`src/design/wbps_pkg.sv`:
```
// ----------------------------------------------------------------------------
// wbps_pkg
// Shared types and constants for the wildcard byte pattern scanner.
// ----------------------------------------------------------------------------
`timescale 1ns / 1ps

package wbps_pkg;

  // Sizes
  localparam int MAX_PATTERN   = 16;  // depth of the byte window
  localparam int OFFSET_BITS   = 32;  // width of the byte count and match offset
  localparam int ADDR_BITS     = 48;
  localparam int REG_BYTES     = 16;  // pattern bytes held in registers
  localparam int LEN_BITS      = 5;
  localparam int WIN_IDX_BITS  = $clog2(MAX_PATTERN);
  localparam int CFG_IDX_BITS  = 3;
  localparam int CFG_DATA_BITS = 64;

  // Register indices
  localparam logic [CFG_IDX_BITS-1:0] REG_REGION_BASE    = 3'd0;
  localparam logic [CFG_IDX_BITS-1:0] REG_PATTERN_LOW    = 3'd1;
  localparam logic [CFG_IDX_BITS-1:0] REG_PATTERN_HIGH   = 3'd2;
  localparam logic [CFG_IDX_BITS-1:0] REG_WILDCARD_MASK  = 3'd3;
  localparam logic [CFG_IDX_BITS-1:0] REG_PATTERN_LENGTH = 3'd4;
  localparam logic [CFG_IDX_BITS-1:0] REG_REQUIRE_UNIQUE = 3'd5;

  // Status codes
  localparam logic [1:0] STATUS_FOUND     = 2'd0;
  localparam logic [1:0] STATUS_NOT_FOUND = 2'd1;
  localparam logic [1:0] STATUS_AMBIGUOUS = 2'd2;
  localparam logic [1:0] STATUS_INVALID   = 2'd3;

  // Input item
  typedef struct packed {
    logic [7:0] data_byte;
    logic       last_byte;
  } in_item_t;

  // Result item
  typedef struct packed {
    logic [ADDR_BITS-1:0] match_address;
    logic [1:0]           scan_status;
  } out_item_t;

  // Configuration register set
  typedef struct packed {
    logic [ADDR_BITS-1:0]     region_base;
    logic [CFG_DATA_BITS-1:0] pattern_bytes_low;
    logic [CFG_DATA_BITS-1:0] pattern_bytes_high;
    logic [REG_BYTES-1:0]     wildcard_mask;
    logic [LEN_BITS-1:0]      pattern_length;
    logic                     require_unique;
  } cfg_t;

  // Window compare outcome for one byte step
  typedef struct packed {
    logic hit;        // window ending at this byte matches the pattern
    logic pat_valid;  // pattern is usable at all
  } match_t;

endpackage

```
`src/design/wbps_cfg_regs.sv`:
```
// ----------------------------------------------------------------------------
// wbps_cfg_regs
// Configuration register file, written through its own valid/ready channel.
// ----------------------------------------------------------------------------
`timescale 1ns / 1ps

module wbps_cfg_regs (
  input  logic                                clk_i,
  input  logic                                rst_ni,
  input  logic                                cfg_valid_i,
  output logic                                cfg_ready_o,
  input  logic [wbps_pkg::CFG_IDX_BITS-1:0]   cfg_index_i,
  input  logic [wbps_pkg::CFG_DATA_BITS-1:0]  cfg_data_i,
  output wbps_pkg::cfg_t                      cfg_o
);

  wbps_pkg::cfg_t cfg_q, cfg_d;
  logic           wr_en;

  // Writes are always taken
  assign cfg_ready_o = 1'b1;
  assign wr_en       = cfg_valid_i && cfg_ready_o;

  // Register decode; unknown indices are dropped
  always_comb begin
    cfg_d = cfg_q;
    if (wr_en) begin
      case (cfg_index_i)
        wbps_pkg::REG_REGION_BASE:
          cfg_d.region_base = cfg_data_i[wbps_pkg::ADDR_BITS-1:0];
        wbps_pkg::REG_PATTERN_LOW:    cfg_d.pattern_bytes_low  = cfg_data_i;
        wbps_pkg::REG_PATTERN_HIGH:   cfg_d.pattern_bytes_high = cfg_data_i;
        wbps_pkg::REG_WILDCARD_MASK:
          cfg_d.wildcard_mask = cfg_data_i[wbps_pkg::REG_BYTES-1:0];
        wbps_pkg::REG_PATTERN_LENGTH:
          cfg_d.pattern_length = cfg_data_i[wbps_pkg::LEN_BITS-1:0];
        wbps_pkg::REG_REQUIRE_UNIQUE: cfg_d.require_unique = cfg_data_i[0];
        default: ;
      endcase
    end
  end

  // All zero at reset except require_unique
  always_ff @(posedge clk_i or negedge rst_ni) begin
    if (!rst_ni) begin
      cfg_q <= wbps_pkg::cfg_t'{require_unique: 1'b1, default: '0};
    end else begin
      cfg_q <= cfg_d;
    end
  end

  assign cfg_o = cfg_q;

endmodule

```
`src/design/wbps_window_match.sv`:
```
// ----------------------------------------------------------------------------
// wbps_window_match
// Sliding byte window and the parallel wildcard compare against the pattern.
// ----------------------------------------------------------------------------
`timescale 1ns / 1ps

module wbps_window_match (
  input  logic                  clk_i,
  input  logic                  rst_ni,
  input  logic                  step_i,   // item processed this cycle
  input  wbps_pkg::in_item_t    item_i,
  input  wbps_pkg::cfg_t        cfg_i,
  output wbps_pkg::match_t      match_o
);

  localparam int MP = wbps_pkg::MAX_PATTERN;
  localparam int RB = wbps_pkg::REG_BYTES;
  localparam int LB = wbps_pkg::LEN_BITS;

  logic [MP-1:0][7:0]                     window_q, window_d;
  logic [MP-1:0][7:0]                     win_new;
  logic [RB-1:0][7:0]                     pat;
  logic [RB-1:0]                          in_use;
  logic [RB-1:0]                          cmp_ok;
  logic [RB-1:0][wbps_pkg::WIN_IDX_BITS-1:0] win_idx;
  logic [LB-1:0]                          len;

  assign len = cfg_i.pattern_length;
  assign pat = {cfg_i.pattern_bytes_high, cfg_i.pattern_bytes_low};

  // Window after this byte: entry k holds the byte taken k steps ago
  always_comb begin
    win_new[0] = item_i.data_byte;
    for (int k = 1; k < MP; k++) begin
      win_new[k] = window_q[k-1];
    end
  end

  // Pattern byte i lines up with window entry len-1-i
  for (genvar i = 0; i < RB; i++) begin : g_cmp
    logic [LB-1:0] idx_full;
    assign idx_full   = len - LB'(i) - LB'(1);
    assign win_idx[i] = idx_full[wbps_pkg::WIN_IDX_BITS-1:0];
    assign in_use[i]  = LB'(i) < len;
    assign cmp_ok[i]  = !in_use[i] || cfg_i.wildcard_mask[i] ||
                        (win_new[win_idx[i]] == pat[i]);
  end

  assign match_o.hit       = &cmp_ok;
  assign match_o.pat_valid = (len != '0) &&
                             (32'(len) <= 32'(RB)) && (32'(len) <= 32'(MP)) &&
                             (|(in_use & ~cfg_i.wildcard_mask));

  // Shift on every item; clear after the last byte of a region
  always_comb begin
    window_d = window_q;
    if (step_i) begin
      window_d = item_i.last_byte ? '0 : win_new;
    end
  end

  always_ff @(posedge clk_i or negedge rst_ni) begin
    if (!rst_ni) begin
      window_q <= '0;
    end else begin
      window_q <= window_d;
    end
  end

endmodule

```
`src/design/wbps_tally.sv`:
```
// ----------------------------------------------------------------------------
// wbps_tally
// Byte count, match tally and first match offset; forms the region result.
// ----------------------------------------------------------------------------
`timescale 1ns / 1ps

module wbps_tally (
  input  logic                  clk_i,
  input  logic                  rst_ni,
  input  logic                  step_i,
  input  logic                  last_i,
  input  wbps_pkg::match_t      match_i,
  input  wbps_pkg::cfg_t        cfg_i,
  output wbps_pkg::out_item_t   result_o
);

  localparam int OB = wbps_pkg::OFFSET_BITS;

  logic [OB-1:0] seen_q, seen_d, seen_inc;
  logic [OB-1:0] first_q, first_d;
  logic [1:0]    tally_q, tally_d;
  logic          not_sat;
  logic          count;

  // Next scan state for this byte
  always_comb begin
    not_sat  = seen_q != '1;
    seen_inc = seen_q + OB'(1);
    count    = not_sat && match_i.pat_valid && match_i.hit &&
               (seen_inc >= OB'(cfg_i.pattern_length));
    seen_d   = not_sat ? seen_inc : seen_q;
    first_d  = (count && tally_q == 2'd0) ?
               (seen_inc - OB'(cfg_i.pattern_length)) : first_q;
    tally_d  = (count && tally_q != 2'd2) ? tally_q + 2'd1 : tally_q;
  end

  // Region result, meaningful on the last byte
  always_comb begin
    result_o.match_address = '0;
    if (!match_i.pat_valid) begin
      result_o.scan_status = wbps_pkg::STATUS_INVALID;
    end else if (tally_d == 2'd0) begin
      result_o.scan_status = wbps_pkg::STATUS_NOT_FOUND;
    end else if (cfg_i.require_unique && tally_d == 2'd2) begin
      result_o.scan_status = wbps_pkg::STATUS_AMBIGUOUS;
    end else begin
      result_o.scan_status   = wbps_pkg::STATUS_FOUND;
      result_o.match_address = cfg_i.region_base + wbps_pkg::ADDR_BITS'(first_d);
    end
  end

  always_ff @(posedge clk_i or negedge rst_ni) begin
    if (!rst_ni) begin
      seen_q  <= '0;
      first_q <= '0;
      tally_q <= '0;
    end else if (step_i) begin
      if (last_i) begin
        seen_q  <= '0;
        first_q <= '0;
        tally_q <= '0;
      end else begin
        seen_q  <= seen_d;
        first_q <= first_d;
        tally_q <= tally_d;
      end
    end
  end

endmodule

```
`src/design/wildcard_byte_pattern_scanner.sv`:
```
// ----------------------------------------------------------------------------
// wildcard_byte_pattern_scanner
// Streams region bytes through a 16-byte window, matches a wildcard pattern
// and gives one status/address item per region on its last byte.
// ----------------------------------------------------------------------------
// Channel  Direction  Handshake              Payload
// cfg      in         cfg_valid_i/ready_o    cfg_index_i, cfg_data_i
// in       in         in_valid_i/in_ready_o  in_item_i (data_byte, last_byte)
// out      out        out_valid_o/out_ready_i out_item_o (match_address, status)
//
// One byte per cycle sustained: input register, window compare and tally
// update, then the result register. The result register loads when the last
// byte advances out of the input register, so the result is valid in the
// cycle after that advance. Reset clears the window, the counters, the valid
// flags and the config registers (require_unique to 1). A stalled result only
// holds up the pipeline when another last byte reaches the compare stage.
// ----------------------------------------------------------------------------
`timescale 1ns / 1ps

module wildcard_byte_pattern_scanner (
  input  logic                                clk_i,
  input  logic                                rst_ni,
  input  logic                                cfg_valid_i,
  output logic                                cfg_ready_o,
  input  logic [wbps_pkg::CFG_IDX_BITS-1:0]   cfg_index_i,
  input  logic [wbps_pkg::CFG_DATA_BITS-1:0]  cfg_data_i,
  input  logic                                in_valid_i,
  output logic                                in_ready_o,
  input  wbps_pkg::in_item_t                  in_item_i,
  output logic                                out_valid_o,
  input  logic                                out_ready_i,
  output wbps_pkg::out_item_t                 out_item_o
);

  wbps_pkg::cfg_t      cfg;
  wbps_pkg::match_t    match;
  wbps_pkg::in_item_t  in_item_q;
  wbps_pkg::out_item_t out_item_q, result;
  logic                in_vld_q, out_vld_q;
  logic                out_free, advance;

  wbps_cfg_regs u_cfg (
    .clk_i       (clk_i),
    .rst_ni      (rst_ni),
    .cfg_valid_i (cfg_valid_i),
    .cfg_ready_o (cfg_ready_o),
    .cfg_index_i (cfg_index_i),
    .cfg_data_i  (cfg_data_i),
    .cfg_o       (cfg)
  );

  // Pipeline flow: non-last items always move, last ones need the result slot
  assign out_free   = !out_vld_q || out_ready_i;
  assign advance    = in_vld_q && (!in_item_q.last_byte || out_free);
  assign in_ready_o = !in_vld_q || advance;

  wbps_window_match u_match (
    .clk_i   (clk_i),
    .rst_ni  (rst_ni),
    .step_i  (advance),
    .item_i  (in_item_q),
    .cfg_i   (cfg),
    .match_o (match)
  );

  wbps_tally u_tally (
    .clk_i    (clk_i),
    .rst_ni   (rst_ni),
    .step_i   (advance),
    .last_i   (in_item_q.last_byte),
    .match_i  (match),
    .cfg_i    (cfg),
    .result_o (result)
  );

  // Input register
  always_ff @(posedge clk_i or negedge rst_ni) begin
    if (!rst_ni) begin
      in_vld_q <= 1'b0;
    end else if (in_ready_o) begin
      in_vld_q <= in_valid_i;
    end
  end

  always_ff @(posedge clk_i) begin
    if (in_valid_i && in_ready_o) begin
      in_item_q <= in_item_i;
    end
  end

  // Result register
  always_ff @(posedge clk_i or negedge rst_ni) begin
    if (!rst_ni) begin
      out_vld_q <= 1'b0;
    end else if (advance && in_item_q.last_byte) begin
      out_vld_q <= 1'b1;
    end else if (out_ready_i) begin
      out_vld_q <= 1'b0;
    end
  end

  always_ff @(posedge clk_i) begin
    if (advance && in_item_q.last_byte) begin
      out_item_q <= result;
    end
  end

  assign out_valid_o = out_vld_q;
  assign out_item_o  = out_item_q;

endmodule
```
`config.mk`:
```
export PLATFORM = sky130hd
export DESIGN_NAME = wildcard_byte_pattern_scanner
export DESIGN_NICKNAME = d
export VERILOG_FILES = /design/src/design/wbps_pkg.sv /design/src/design/wbps_cfg_regs.sv /design/src/design/wbps_window_match.sv /design/src/design/wbps_tally.sv /design/src/design/wildcard_byte_pattern_scanner.sv
export SDC_FILE = /design/constraint.sdc
export NUM_CORES = 1
export LEC_CHECK = 0
export BUFFER_PORTS_ARGS = -buffer_cell sky130_fd_sc_hd__buf_2
export CORE_AREA = 2 2 263 265
export CTS_CLUSTER_DIAMETER = 60
export CTS_CLUSTER_SIZE = 8
export DETAILED_ROUTE_END_ITERATION = 10
export DIE_AREA = 0 0 265 267
export PLACE_DENSITY_LB_ADDON = 0.05
export SLEW_MARGIN = 20
export SYNTH_ARGS = -nofsm -noshare
export SYNTH_HDL_FRONTEND = slang
export SYNTH_SLANG_ARGS = --single-unit
```
`constraint.sdc`:
```
create_clock -name clk_i -period 17 [get_ports clk_i]
set_clock_uncertainty 0.1 [all_clocks]
set_input_delay 0.85 -clock clk_i [delete_from_list [all_inputs] [get_ports clk_i]]
set_output_delay 0.85 -clock clk_i [all_outputs]
set_load 0.05 [all_outputs]
```
; ---- Yosys cells after proc, flatten, opt, wreduce, memory -nomap -nowiden
; Index checks and enable logic that the tools add are counted.
[word_totals]
input_bits = 81
register_bits = 445
wordCells = 252
out_inout_bits = 53
[op_classes]
magnitude_cmp = 34
n_eq_ne = 24
n_mux = 43
reduce_logical = 83
add_sub_neg = 34
n_bitwise = 3
[op_table]
columns = cell, count
row1 = binary-select mux 8 bit (select 4 bit), 16
row2 = == test 8 bit, 16
row3 = two-way mux 32 bit, 4
row4 = two-way mux 8 bit, 16
row5 = two-way mux 120 bit, 1
row6 = "< comparator 4 x 5 -> 1 bit, second input constant", 16
row7 = "subtractor 4 x 1 -> 4 bit, second input constant", 16
row8 = adder 48 x 32 -> 48 bit, 1
row9 = "< comparator 4 x 5 -> 1 bit, first input constant", 8
row10 = logical OR 1 bit, 35
row11 = "adder 32 x 1 -> 32 bit, second input constant", 1
row12 = >= comparator 32 x 5 -> 1 bit, 1
row13 = "inequality test 32 bit, second input constant", 1
row14 = subtractor 32 x 5 -> 32 bit, 1
row15 = "subtractor 4 bit, second input constant", 8
row16 = "< comparator 3 x 5 -> 1 bit, first input constant", 4
row17 = logical NOT 1 bit, 19
row18 = AND 16 bit, 1
row19 = NOT 16 bit, 1
row20 = AND reduction 16 bit, 1
row21 = OR reduction 16 bit, 1
row22 = "subtractor 4 x 3 -> 4 bit, second input constant", 4
row23 = AND reduction 2 bit, 7
row24 = logical AND 1 bit, 12
row25 = 19 further kinds, 30

; ---- Depth between registers and ports, before layout
; Gate-level depths: netlist (run 1).
[depth]
word_depth = 15
depth_mapped = 37
ltp_nobuf = 29

; ---- Hierarchy
; From an unflattened synthesis (run 1), not the netlist that was laid out.
[unflattened]
cells_unflattened = 3110
hier_area_um2 = 32717.6
[by_module_without_submodules]
columns = module, cells_per_inst, seq_area_each_um2, area_per_inst_um2, n_inst
row1 = wbps_window_match, 1616, 3002.9, 16032.9, 1
row2 = wbps_cfg_regs, 424, 4956.0, 7468.4, 1
row3 = wbps_tally, 1001, 1651.6, 7338.3, 1
row4 = wildcard_byte_pattern_scanner, 69, 1821.7, 1878.1, 1

; ---- Worst setup path before layout (run 1)
; Ideal clock, no wire load.
[synth_path]
path_type = register to register
startpoint = register u_cfg.cfg_q (netlist bit u_cfg.cfg_o[2])
endpoint = register out_item_q (netlist bit out_item_o[48]), data pin
required_ps = 16645
setup_time_ps = 255
stages_incl_launch_ff = 33
synth_period_minus_slack_ps = 7761
arrival_ps = 7406
setup_slack_ps = 9239
n_path_buf = 9
path_cell_list = dfrtp_1 buf_2 buf_4 inv_2 buf_4 buf_2 ha_1 buf_2 buf_2 clkbuf_1 mux4_2 mux4_2 xnor2_1 nand2_1 o31ai_1 nand4_1 nor4_4 nand3_2 buf_6 buf_6 mux2_4 ha_1 nand3_1 nor2_1 and3_1 a21boi_0 nor4_1 o31ai_1 o211a_1 a21oi_1 nand2b_1 xor2_1 nor2_1
[synth_between]
elab_chain_len = 14
elab_cells_between_ends = 165
classes_between = add/sub: 32 / order compare: 18 / eq/ne: 17 / mux: 34 / bitwise: 2 / reduce/logical: 62
[synth_lines]
columns = item, line
row1 = start: declaration, wbps_cfg_regs.sv:17  ; wbps_pkg::cfg_t cfg_q, cfg_d;
row2 = start signal: assignment, wbps_cfg_regs.sv:46  ; cfg_q <= wbps_pkg::cfg_t'{require_unique: 1'b1, default: '0};
row3 = start signal: assignment, wbps_cfg_regs.sv:48  ; cfg_q <= cfg_d;
row4 = branches (longest 14 deep; another with adder 48 x 32 -> 48 bit), -
row5 = end signal: assignment, wildcard_byte_pattern_scanner.sv:104  ; out_item_q <= result;
row6 = end: declaration, wildcard_byte_pattern_scanner.sv:38  ; wbps_pkg::out_item_t out_item_q, result;
; Parallel ways; which one is timed is not known. The select of a mux whose other input is x is not followed.
; A chain may end at the register's enable or synchronous reset.

; ---- Worst setup path after layout (run 1)
[layout_path]
startpoint = register u_cfg.cfg_q (netlist bit u_cfg.cfg_o[1])
endpoint = register out_item_q (netlist bit out_item_o[48]), data pin
; The elaborated chain is that of the path after synthesis.

==> flow_summary.html, run 1 <==
<table>
<tr><th>Metric</th><th>Value</th></tr>
<tr><th colspan="2">Synth</th></tr>
<tr><td>Post-Synthesis Cells</td><td>2635</td></tr>
<tr><td>Per-instance average area after synthesis</td><td>11.5 um2</td></tr>
<tr><td>Top_reg_cell synth</td><td>dfrtp_1</td></tr>
<tr><td>Register bit total from synthesis</td><td>445</td></tr>
<tr><td>Syn nets</td><td>2767</td></tr>
<tr><td>Post-synth top area cell</td><td>dfrtp_1</td></tr>
<tr><td>Top post-synthesis cells by count</td><td>dfrtp_1 (385), nand2_1 (366), mux4_2 (239)</td></tr>
<tr><td>Unique cell type count in the Yosys netlist</td><td>78</td></tr>
<tr><td>Cell area after synthesis</td><td>0.0302 mm2</td></tr>
<tr><td>Share of synthesized area occupied by flip-flops and latches</td><td>0.379</td></tr>
<tr><td>Number of enable-type register cells in the synthesized netlist</td><td>59</td></tr>
<tr><td>Yosys synthesis warning count</td><td>0</td></tr>
<tr><td>Top-area cell type share of the netlist area</td><td>0.319</td></tr>
<tr><td>Ys async rst share</td><td>0.867</td></tr>
<tr><td>Most repeated cell in the gate-level netlist after synthesis</td><td>dfrtp_1</td></tr>
<tr><td>Cell types with the largest area share after synthesis</td><td>dfrtp_1 (32%), mux4_2 (18%), mux2_2 (7.4%), edfxtp_1 (5.9%), xnor2_1 (5.5%)</td></tr>
<tr><th colspan="2">Power and ir drop</th></tr>
<tr><td>Relative contribution of sequential cells to total power</td><td>0.331</td></tr>
<tr><td>Switching power</td><td>1.48 mW</td></tr>
<tr><td>Total power draw</td><td>4.13 mW</td></tr>
<tr><td>Max IR drop VDD</td><td>0.0731 mV</td></tr>
<tr><td>Switching Share</td><td>0.360</td></tr>
<tr><td>Combinational fraction of design power</td><td>0.341</td></tr>
<tr><td>Clock power frac</td><td>0.328</td></tr>
<tr><td>Internal power consumption</td><td>2.64 mW</td></tr>
<tr><td>Power density normalized to cell area</td><td>122 mW/mm2</td></tr>
<tr><td>Total leakage power</td><td>14.3 nW</td></tr>
<tr><th colspan="2">Floorplanning</th></tr>
<tr><td>Core Region</td><td>0.0680 mm2</td></tr>
<tr><td>Starting Density</td><td>0.444</td></tr>
<tr><td>Area of the die</td><td>0.0708 mm2</td></tr>
<tr><td>Number of top-level pins</td><td>134</td></tr>
<tr><td>Standard-cell rows</td><td>96</td></tr>
<tr><td>Die Wd</td><td>265 um</td></tr>
<tr><td>Vertical die dimension</td><td>267 um</td></tr>
<tr><th colspan="2">Clock network</th></tr>
<tr><td>Number of buffers between clock root and the deepest sink</td><td>3</td></tr>
<tr><td>Number of CTS-inserted buffers</td><td>70</td></tr>
<tr><td>Clock insertion delay at the later pin of the skew report</td><td>0.63 ns</td></tr>
<tr><td>Number of buffers inserted for hold repair after clock tree synthesis</td><td>0</td></tr>
<tr><td>TritonCTS clock tree</td><td>done</td></tr>
<tr><td>Count of instances resized after the clock tree is built</td><td>0</td></tr>
<tr><td>Clk Tree Root Cell</td><td>clkbuf_16</td></tr>
<tr><td>Clock slew at reported path FFs</td><td>0.05 ns</td></tr>
<tr><td># Post-CTS Setup Buffers</td><td>0</td></tr>
<tr><td>H-tree Lvls</td><td>3</td></tr>
<tr><td># clock sinks</td><td>445</td></tr>
<tr><th colspan="2">Global route</th></tr>
<tr><td>Final global-route overflow total</td><td>0</td></tr>
<tr><td>All-Layer GR Usage</td><td>0.291</td></tr>
<tr><td>Global-route wire length before repair</td><td>152000 um</td></tr>
<tr><td>Antenna violations before repair</td><td>5</td></tr>
<tr><td>Largest net degree at the start of global routing</td><td>141</td></tr>
<tr><td>Via count of the first global-routing pass</td><td>22370</td></tr>
<tr><th colspan="2">STA</th></tr>
<tr><td>Slew at the pin closest to its max-slew limit</td><td>1.08 ns</td></tr>
<tr><td>Tcrit/Tclk final</td><td>0.563</td></tr>
<tr><td>Final min period</td><td>9.58 ns</td></tr>
<tr><td>Post-route worst setup slack</td><td>7.42 ns</td></tr>
<tr><td>Number of pins exceeding their max-slew limit in the final report</td><td>0</td></tr>
<tr><td>RSZ-0062 raised after global routing</td><td>false</td></tr>
<tr><td>TNS Setup</td><td>0 ns</td></tr>
<tr><td>Maximum frequency from static timing analysis</td><td>0.104 GHz</td></tr>
<tr><td>Max_slew headroom</td><td>0.275</td></tr>
<tr><td>Total setup violations reported at the end of the flow</td><td>0</td></tr>
<tr><td>Final Hold Vio Count</td><td>0</td></tr>
<tr><th colspan="2">Final layout</th></tr>
<tr><td>Proportion of layout cells with a drive suffix above 1</td><td>0.277</td></tr>
<tr><td>Post-Layout Inst Area</td><td>0.0337 mm2</td></tr>
<tr><td>Area occupied by multi-input gates</td><td>0.0180 mm2</td></tr>
<tr><td>Final #Nets</td><td>2835</td></tr>
<tr><td>Fin cells</td><td>3627</td></tr>
<tr><td>Area used by sequential logic in the layout</td><td>0.0114 mm2</td></tr>
<tr><td>Syn-to-layout area delta</td><td>11.7%</td></tr>
<tr><td>Fillcell total</td><td>6063</td></tr>
<tr><th colspan="2">Detailed routing</th></tr>
<tr><td>DRC violation total after the first TritonRoute iteration</td><td>1963</td></tr>
<tr><td>Avg Vias per Cell</td><td>6.19</td></tr>
<tr><td>Antenna-violating nets left</td><td>0</td></tr>
<tr><td>Total via count in the routed design</td><td>22443</td></tr>
<tr><td>Overall routed net length</td><td>101000 um</td></tr>
<tr><td>Count of TritonRoute iterations in the first routing pass</td><td>7</td></tr>
<tr><td>Post-detailed-route DRC marker count</td><td>0</td></tr>
<tr><td>Routed wirelength normalized by instance count</td><td>28.0 um</td></tr>
<tr><th colspan="2">Worst setup path</th></tr>
<tr><td>Maximum fanout encountered on the critical timing path</td><td>56</td></tr>
<tr><td>Arr. time, crit path</td><td>9.83 ns</td></tr>
<tr><td>Element type at the critical path start</td><td>flip-flop</td></tr>
<tr><td>Required time reported for the critical path endpoint</td><td>17.26 ns</td></tr>
<tr><td>Element type at the critical path end</td><td>flip-flop</td></tr>
<tr><td>Kind of critical path</td><td>reg -&gt; reg</td></tr>
<tr><th colspan="2">Hold path</th></tr>
<tr><td>Worst min-delay path class</td><td>in -&gt; async</td></tr>
<tr><th colspan="2">Run status</th></tr>
<tr><td>Result of the run</td><td>finished, final reports clean</td></tr>
<tr><th colspan="2">Place</th></tr>
<tr><td>Buffers on Ports</td><td>132</td></tr>
<tr><td># placed instances</td><td>3513</td></tr>
<tr><td>Placement Cell Area</td><td>0.0316 mm2</td></tr>
<tr><td>Minimum setup slack after placement</td><td>7.43 ns</td></tr>
<tr><td>Final HPWL from detailed placement</td><td>74500 um</td></tr>
<tr><td>Final Wtd Congestion</td><td>0.918</td></tr>
<tr><th colspan="2">Run</th></tr>
<tr><td>Reported max-cap violation count</td><td>0</td></tr>
</table>
-- critical path, stage by stage (launching register included) --
cell and delay [ns]:
dfrtp_4 0.74, buf_4 0.72, buf_4 0.80, mux2i_1 0.42, mux2i_1 0.15, mux4_2 0.51
xnor2_1 0.14, nand4_1 0.17, o41ai_1 0.79, nand4_1 0.20, nor3_2 0.44, nand3_2 0.11
buf_4 0.35, mux2_2 0.38, ha_1 0.30, nor2b_1 0.15, o21ai_0 0.23, a21o_1 0.18
a21boi_0 0.13, nor4_1 0.58, o31ai_1 0.25, o211a_1 0.28, a21oi_1 0.63, nand2b_1 0.20
xor2_1 0.15, nor2_1 0.06
-- per-layer routing --
layer  GRT usage  up-vias  wire [um]
met2       0.482      838      49200
met1       0.384    11492      41700
met4       0.109        0       4190
li1            -     9933          -
met5           0        -          0
met3      0.0471      180       6360
-- layout by cell type (no fill, tap or decap), types with 9 or more instances in the layout --
cell type	n
a21o_1	32
a21oi_1	58
a22o_1	25
a31oi_1	10
and3_1	15
buf_2	131
buf_4	36
clkbuf_1	24
clkbuf_16	70
dfrtp_1	381
edfxtp_1	59
ha_1	48
inv_1	27
mux2_2	199
mux2_4	19
mux2i_1	159
mux4_2	239
nand2_1	365
nand2b_1	13
nand3_1	159
nand4_1	40
nor2_1	107
nor2b_1	14
nor3_1	17
nor4_1	14
o21ai_0	75
o31ai_1	17
xnor2_1	180
xnor2_2	9
xor2_1	46
-- state kept, by name, summed over array words and instances (netlist names) --
signal,cells
u_tally.tally_q,2
u_match.win_new,120
out_valid_o,1
u_cfg.cfg_o,198
in_vld_q,1
u_tally.seen_q,32
in_item_q,9
out_item_o,50
u_tally.first_q,32
-- metrics by stage --
stage          hold WS [ns]   util
3_5_place_dp          0.381  0.465
3_3_place_gp          0.380  0.464
2_1_floorplan         0.360      -
5_1_grt               0.232  0.496
6_report              0.190  0.496
4_1_cts               0.200  0.496
-- path summary, 6_finish.rpt --
check                                         from                   to  slack, ns  cells past startpoint
worst min-delay path                        rst_ni  u_match.win_new[87]       0.19                      1
worst min register to register  u_tally.first_q[3]   u_tally.first_q[3]       0.39                      1
worst max-delay path                u_cfg.cfg_o[1]       out_item_o[48]       7.42                     25
min in group clk_i                    in_item_i[3]         in_item_q[3]       0.30                      1
worst max register to register      u_cfg.cfg_o[1]       out_item_o[48]       7.42                     25
max in group asynchronous                   rst_ni       u_cfg.cfg_o[2]      14.03                      3
-- power by group through the flow --
stage          combinational [mW]  clock, mW  sequential [mW]
2_1_floorplan                1.01          0             1.32
3_3_place_gp                 1.39          0             1.38
3_5_place_dp                 1.40          0             1.38
4_1_cts                      1.41       1.38             1.36
5_1_grt                      1.50       1.43             1.38
6_report                     1.41       1.35             1.37
-- cell type report --
type | instances | area share
Antenna cell | 2 | 0.000148
Inverter | 30 | 0.00337
Tap cell | 882 | 0.0327
Multi-Input combinational cell | 1986 | 0.532
Clock buffer | 99 | 0.0566
Timing Repair Buffer | 170 | 0.0288
Sequential cell | 445 | 0.339
Clock inverter | 13 | 0.00668
-- cell families after synthesis --
| family | Yosys count | share of synthesized area |
|---|---|---|
| flops | 445 | 0.379 |
| fa+ha+maj | 51 | 0.0216 |
| other cells | 1 | 0.000124 |
| mux | 617 | 0.316 |
| compound gates | 282 | 0.0610 |
| xor+xnor | 240 | 0.0707 |
| simple gates | 795 | 0.121 |
| buf+inv | 204 | 0.0315 |
No activity file was read; power rests on OpenSTA's default activity.
==> inputs of run 2 (changes only) <==
clock period = 9.8 ns   (was 17 ns; I/O delays follow)
==> run 2 against run 1 <==
  * Combinational power increased by 74%
  * Die area unchanged
  * Count of clock-buffer cells in the layout decreased by 1
  * Register-to-register slack got worse by 6.2 ns
  * Utilization increased by 0.33 points
  * Clock power increased by 78%
  * Critical path type unchanged
  * Sequential share of layout area decreased by 0.22 points
  * Worst setup slack got worse by 6.2 ns
  * First-iteration DRC count increased by 15%
  * Worst hold slack got worse by 0.16 ns
  * Non-clock buffer count increased by 19
==> flow_summary.html, run 2 (synthesis gave the netlist of run 1 again) <==
<table>
<tr><th>Metric</th><th>Value</th></tr>
<tr><th colspan="2">Worst setup path</th></tr>
<tr><td>Crit path largest cell delay</td><td>0.65 ns</td></tr>
<tr><td>R2R setup slack</td><td>1.24 ns</td></tr>
<tr><td>Element type at the critical path end</td><td>flip-flop</td></tr>
<tr><td>Largest delay contributor family on the critical path</td><td>simple AND/OR/NAND/NOR gates</td></tr>
<tr><td>Worst Reg-to-Reg Cells</td><td>27</td></tr>
<tr><td>Maximum fanout encountered on the critical timing path</td><td>33</td></tr>
<tr><td>Critical path's most frequent cell</td><td>buf_4</td></tr>
<tr><td>Arr. time, crit path</td><td>8.79 ns</td></tr>
<tr><td>Kind of critical path</td><td>reg -&gt; reg</td></tr>
<tr><td>Slowest library cell on the worst path</td><td>nor4_1</td></tr>
<tr><td>Source of the critical timing path</td><td>u_cfg.cfg_o[2]</td></tr>
<tr><td>Capturing instance or port of the critical path</td><td>out_item_o[48]</td></tr>
<tr><td>Element type at the critical path start</td><td>flip-flop</td></tr>
<tr><td>Source of the worst register-to-register timing path</td><td>u_cfg.cfg_o[2]</td></tr>
<tr><td>Required time reported for the critical path endpoint</td><td>10.03 ns</td></tr>
<tr><td>Terminus of the critical flop-to-flop path</td><td>out_item_o[48]</td></tr>
<tr><td>Bufs and invs on worst path</td><td>4</td></tr>
<tr><td>Crit path depth</td><td>27</td></tr>
<tr><th colspan="2">Final layout</th></tr>
<tr><td>Fillcell total</td><td>6098</td></tr>
<tr><td>Area occupied by multi-input gates</td><td>0.0179 mm2</td></tr>
<tr><td>Ant diodes</td><td>0</td></tr>
<tr><td>Final #Nets</td><td>2856</td></tr>
<tr><td>Most frequent standard cell in the layout excluding fill and tap cells</td><td>dfrtp_1</td></tr>
<tr><td>Area used by sequential logic in the layout</td><td>0.0114 mm2</td></tr>
<tr><td>Proportion of layout cells with a drive suffix above 1</td><td>0.277</td></tr>
<tr><td>Syn-to-layout area delta</td><td>12.5%</td></tr>
<tr><td>Highest-count cells in the layout ignoring fill and taps</td><td>dfrtp_1 (381), nand2_1 (365), mux4_2 (239)</td></tr>
<tr><td>Flip-flop count of the largest register, all copies and words added</td><td>198</td></tr>
<tr><th colspan="2">STA</th></tr>
<tr><td>TNS Setup</td><td>0 ns</td></tr>
<tr><td>Worst hold slack</td><td>0.0315 ns</td></tr>
<tr><td>Post-route worst setup slack</td><td>1.24 ns</td></tr>
<tr><td>Final Hold Vio Count</td><td>0</td></tr>
<tr><td>Max_slew headroom</td><td>0.285</td></tr>
<tr><td>RSZ-0062 raised after global routing</td><td>false</td></tr>
<tr><td>Number of pins exceeding their max-slew limit in the final report</td><td>0</td></tr>
<tr><td>Tcrit/Tclk final</td><td>0.873</td></tr>
<tr><td>Final min period</td><td>8.56 ns</td></tr>
<tr><td>Slew at the pin closest to its max-slew limit</td><td>1.06 ns</td></tr>
<tr><td>Maximum frequency from static timing analysis</td><td>0.117 GHz</td></tr>
<tr><td>Total setup violations reported at the end of the flow</td><td>0</td></tr>
<tr><th colspan="2">Power and ir drop</th></tr>
<tr><td>Total leakage power</td><td>14.4 nW</td></tr>
<tr><td>Power density normalized to cell area</td><td>212 mW/mm2</td></tr>
<tr><td>Max IR drop VDD</td><td>0.129 mV</td></tr>
<tr><th colspan="2">Clock network</th></tr>
<tr><td>Number of buffers between clock root and the deepest sink</td><td>3</td></tr>
<tr><td># clock sinks</td><td>445</td></tr>
<tr><td>TritonCTS clock tree</td><td>done</td></tr>
<tr><td>Clk Tree Root Cell</td><td>clkbuf_16</td></tr>
<tr><td>Number of CTS-inserted buffers</td><td>72</td></tr>
<tr><td>Clock slew at reported path FFs</td><td>0.05 ns</td></tr>
<tr><td>Count of instances resized after the clock tree is built</td><td>0</td></tr>
<tr><td>H-tree Lvls</td><td>3</td></tr>
<tr><td>Clock insertion delay at the later pin of the skew report</td><td>0.61 ns</td></tr>
<tr><th colspan="2">Detailed routing</th></tr>
<tr><td>Routed wirelength normalized by instance count</td><td>27.9 um</td></tr>
<tr><td>Count of TritonRoute iterations in the first routing pass</td><td>7</td></tr>
<tr><td>Overall routed net length</td><td>102000 um</td></tr>
<tr><td>DRC violation total after the first TritonRoute iteration</td><td>2248</td></tr>
<tr><td>Avg Vias per Cell</td><td>6.16</td></tr>
<tr><td>Total via count in the routed design</td><td>22461</td></tr>
<tr><td>Post-detailed-route DRC marker count</td><td>0</td></tr>
<tr><td>Antenna-violating nets left</td><td>0</td></tr>
<tr><th colspan="2">Floorplanning</th></tr>
<tr><td>Core Region</td><td>0.0680 mm2</td></tr>
<tr><td>Starting Density</td><td>0.444</td></tr>
<tr><td>Standard-cell rows</td><td>96</td></tr>
<tr><td>Die Wd</td><td>265 um</td></tr>
<tr><td>Number of top-level pins</td><td>134</td></tr>
<tr><td>Area of the die</td><td>0.0708 mm2</td></tr>
<tr><td>Vertical die dimension</td><td>267 um</td></tr>
<tr><th colspan="2">Place</th></tr>
<tr><td>Buffers on Ports</td><td>132</td></tr>
<tr><td>Final HPWL from detailed placement</td><td>75200 um</td></tr>
<tr><td>Final Wtd Congestion</td><td>0.939</td></tr>
<tr><td>Minimum setup slack after placement</td><td>1.37 ns</td></tr>
<tr><th colspan="2">Global route</th></tr>
<tr><td>Antenna violations before repair</td><td>1</td></tr>
<tr><td>Global-route wire length before repair</td><td>151000 um</td></tr>
<tr><td>Via count of the first global-routing pass</td><td>22013</td></tr>
<tr><td>All-Layer GR Usage</td><td>0.290</td></tr>
<tr><td>Largest net degree at the start of global routing</td><td>172</td></tr>
<tr><td>Final global-route overflow total</td><td>0</td></tr>
<tr><th colspan="2">Run status</th></tr>
<tr><td>Result of the run</td><td>finished, final reports clean</td></tr>
<tr><th colspan="2">Hold path</th></tr>
<tr><td>Worst min-delay path class</td><td>in -&gt; reg</td></tr>
<tr><th colspan="2">Run</th></tr>
<tr><td>Reported max-cap violation count</td><td>0</td></tr>
</table>
## run 2: area by class of cell
type / instances / share of cell area
clock buffer: 98 / 0.0580
clock inverter: 15 / 0.00637
inverter: 30 / 0.00335
multi-input combinational: 1986 / 0.527
sequential: 445 / 0.337
tap: 882 / 0.0325
timing repair buffer: 189 / 0.0355
## run 2: worst min path at each step
stage               cells after the start  slack (ns)          startpoint                  to
floorplan                               0        0.09              rst_ni            in_vld_q
global placement                        1        0.38  u_tally.first_q[3]  u_tally.first_q[3]
detailed placement                      1        0.38  u_tally.first_q[3]  u_tally.first_q[3]
CTS                                     2       0.001      cfg_data_i[56]     u_cfg.cfg_o[78]
global route                            2        0.02      cfg_data_i[62]    u_cfg.cfg_o[148]
finish                                  2        0.03      cfg_data_i[56]     u_cfg.cfg_o[78]
## run 2: stage by stage
stage / instances / total power, mW / cell area, um2 / util
after detailed placement: 3520 / 4.84 / 31700 / 0.466
after global placement: 3520 / 4.81 / 31600 / 0.465
after CTS: 3644 / 7.27 / 33900 / 0.499
after floorplan: 2635 / 4.03 / 30200 / -
after global routing: 3645 / 7.51 / 34000 / 0.500
final: 3645 / 7.21 / 34000 / 0.500
## run 2: what timing repair did
| action | in CTS | in global routing |
|---|---|---|
| buffers inserted | 0 | 0 |
| hold endpoints to repair | 113 | 0 |
| hold buffers | 11 | 0 |
## run 2: report_power, final
part	switching [mW]	internal [mW]	leakage, nW
logic	1.36	1.09	7.77
clock network	0.916	1.48	1.06
registers	0.268	2.10	5.54
total	2.54	4.67	14.4
## run 2: per-layer routing
layer,vias to the layer above,wire length [um],track usage
li1,9963,-,-
met1,11527,43200,0.396
met2,809,47800,0.460
met3,162,5770,0.0416
met4,0,4800,0.129
met5,-,0,0
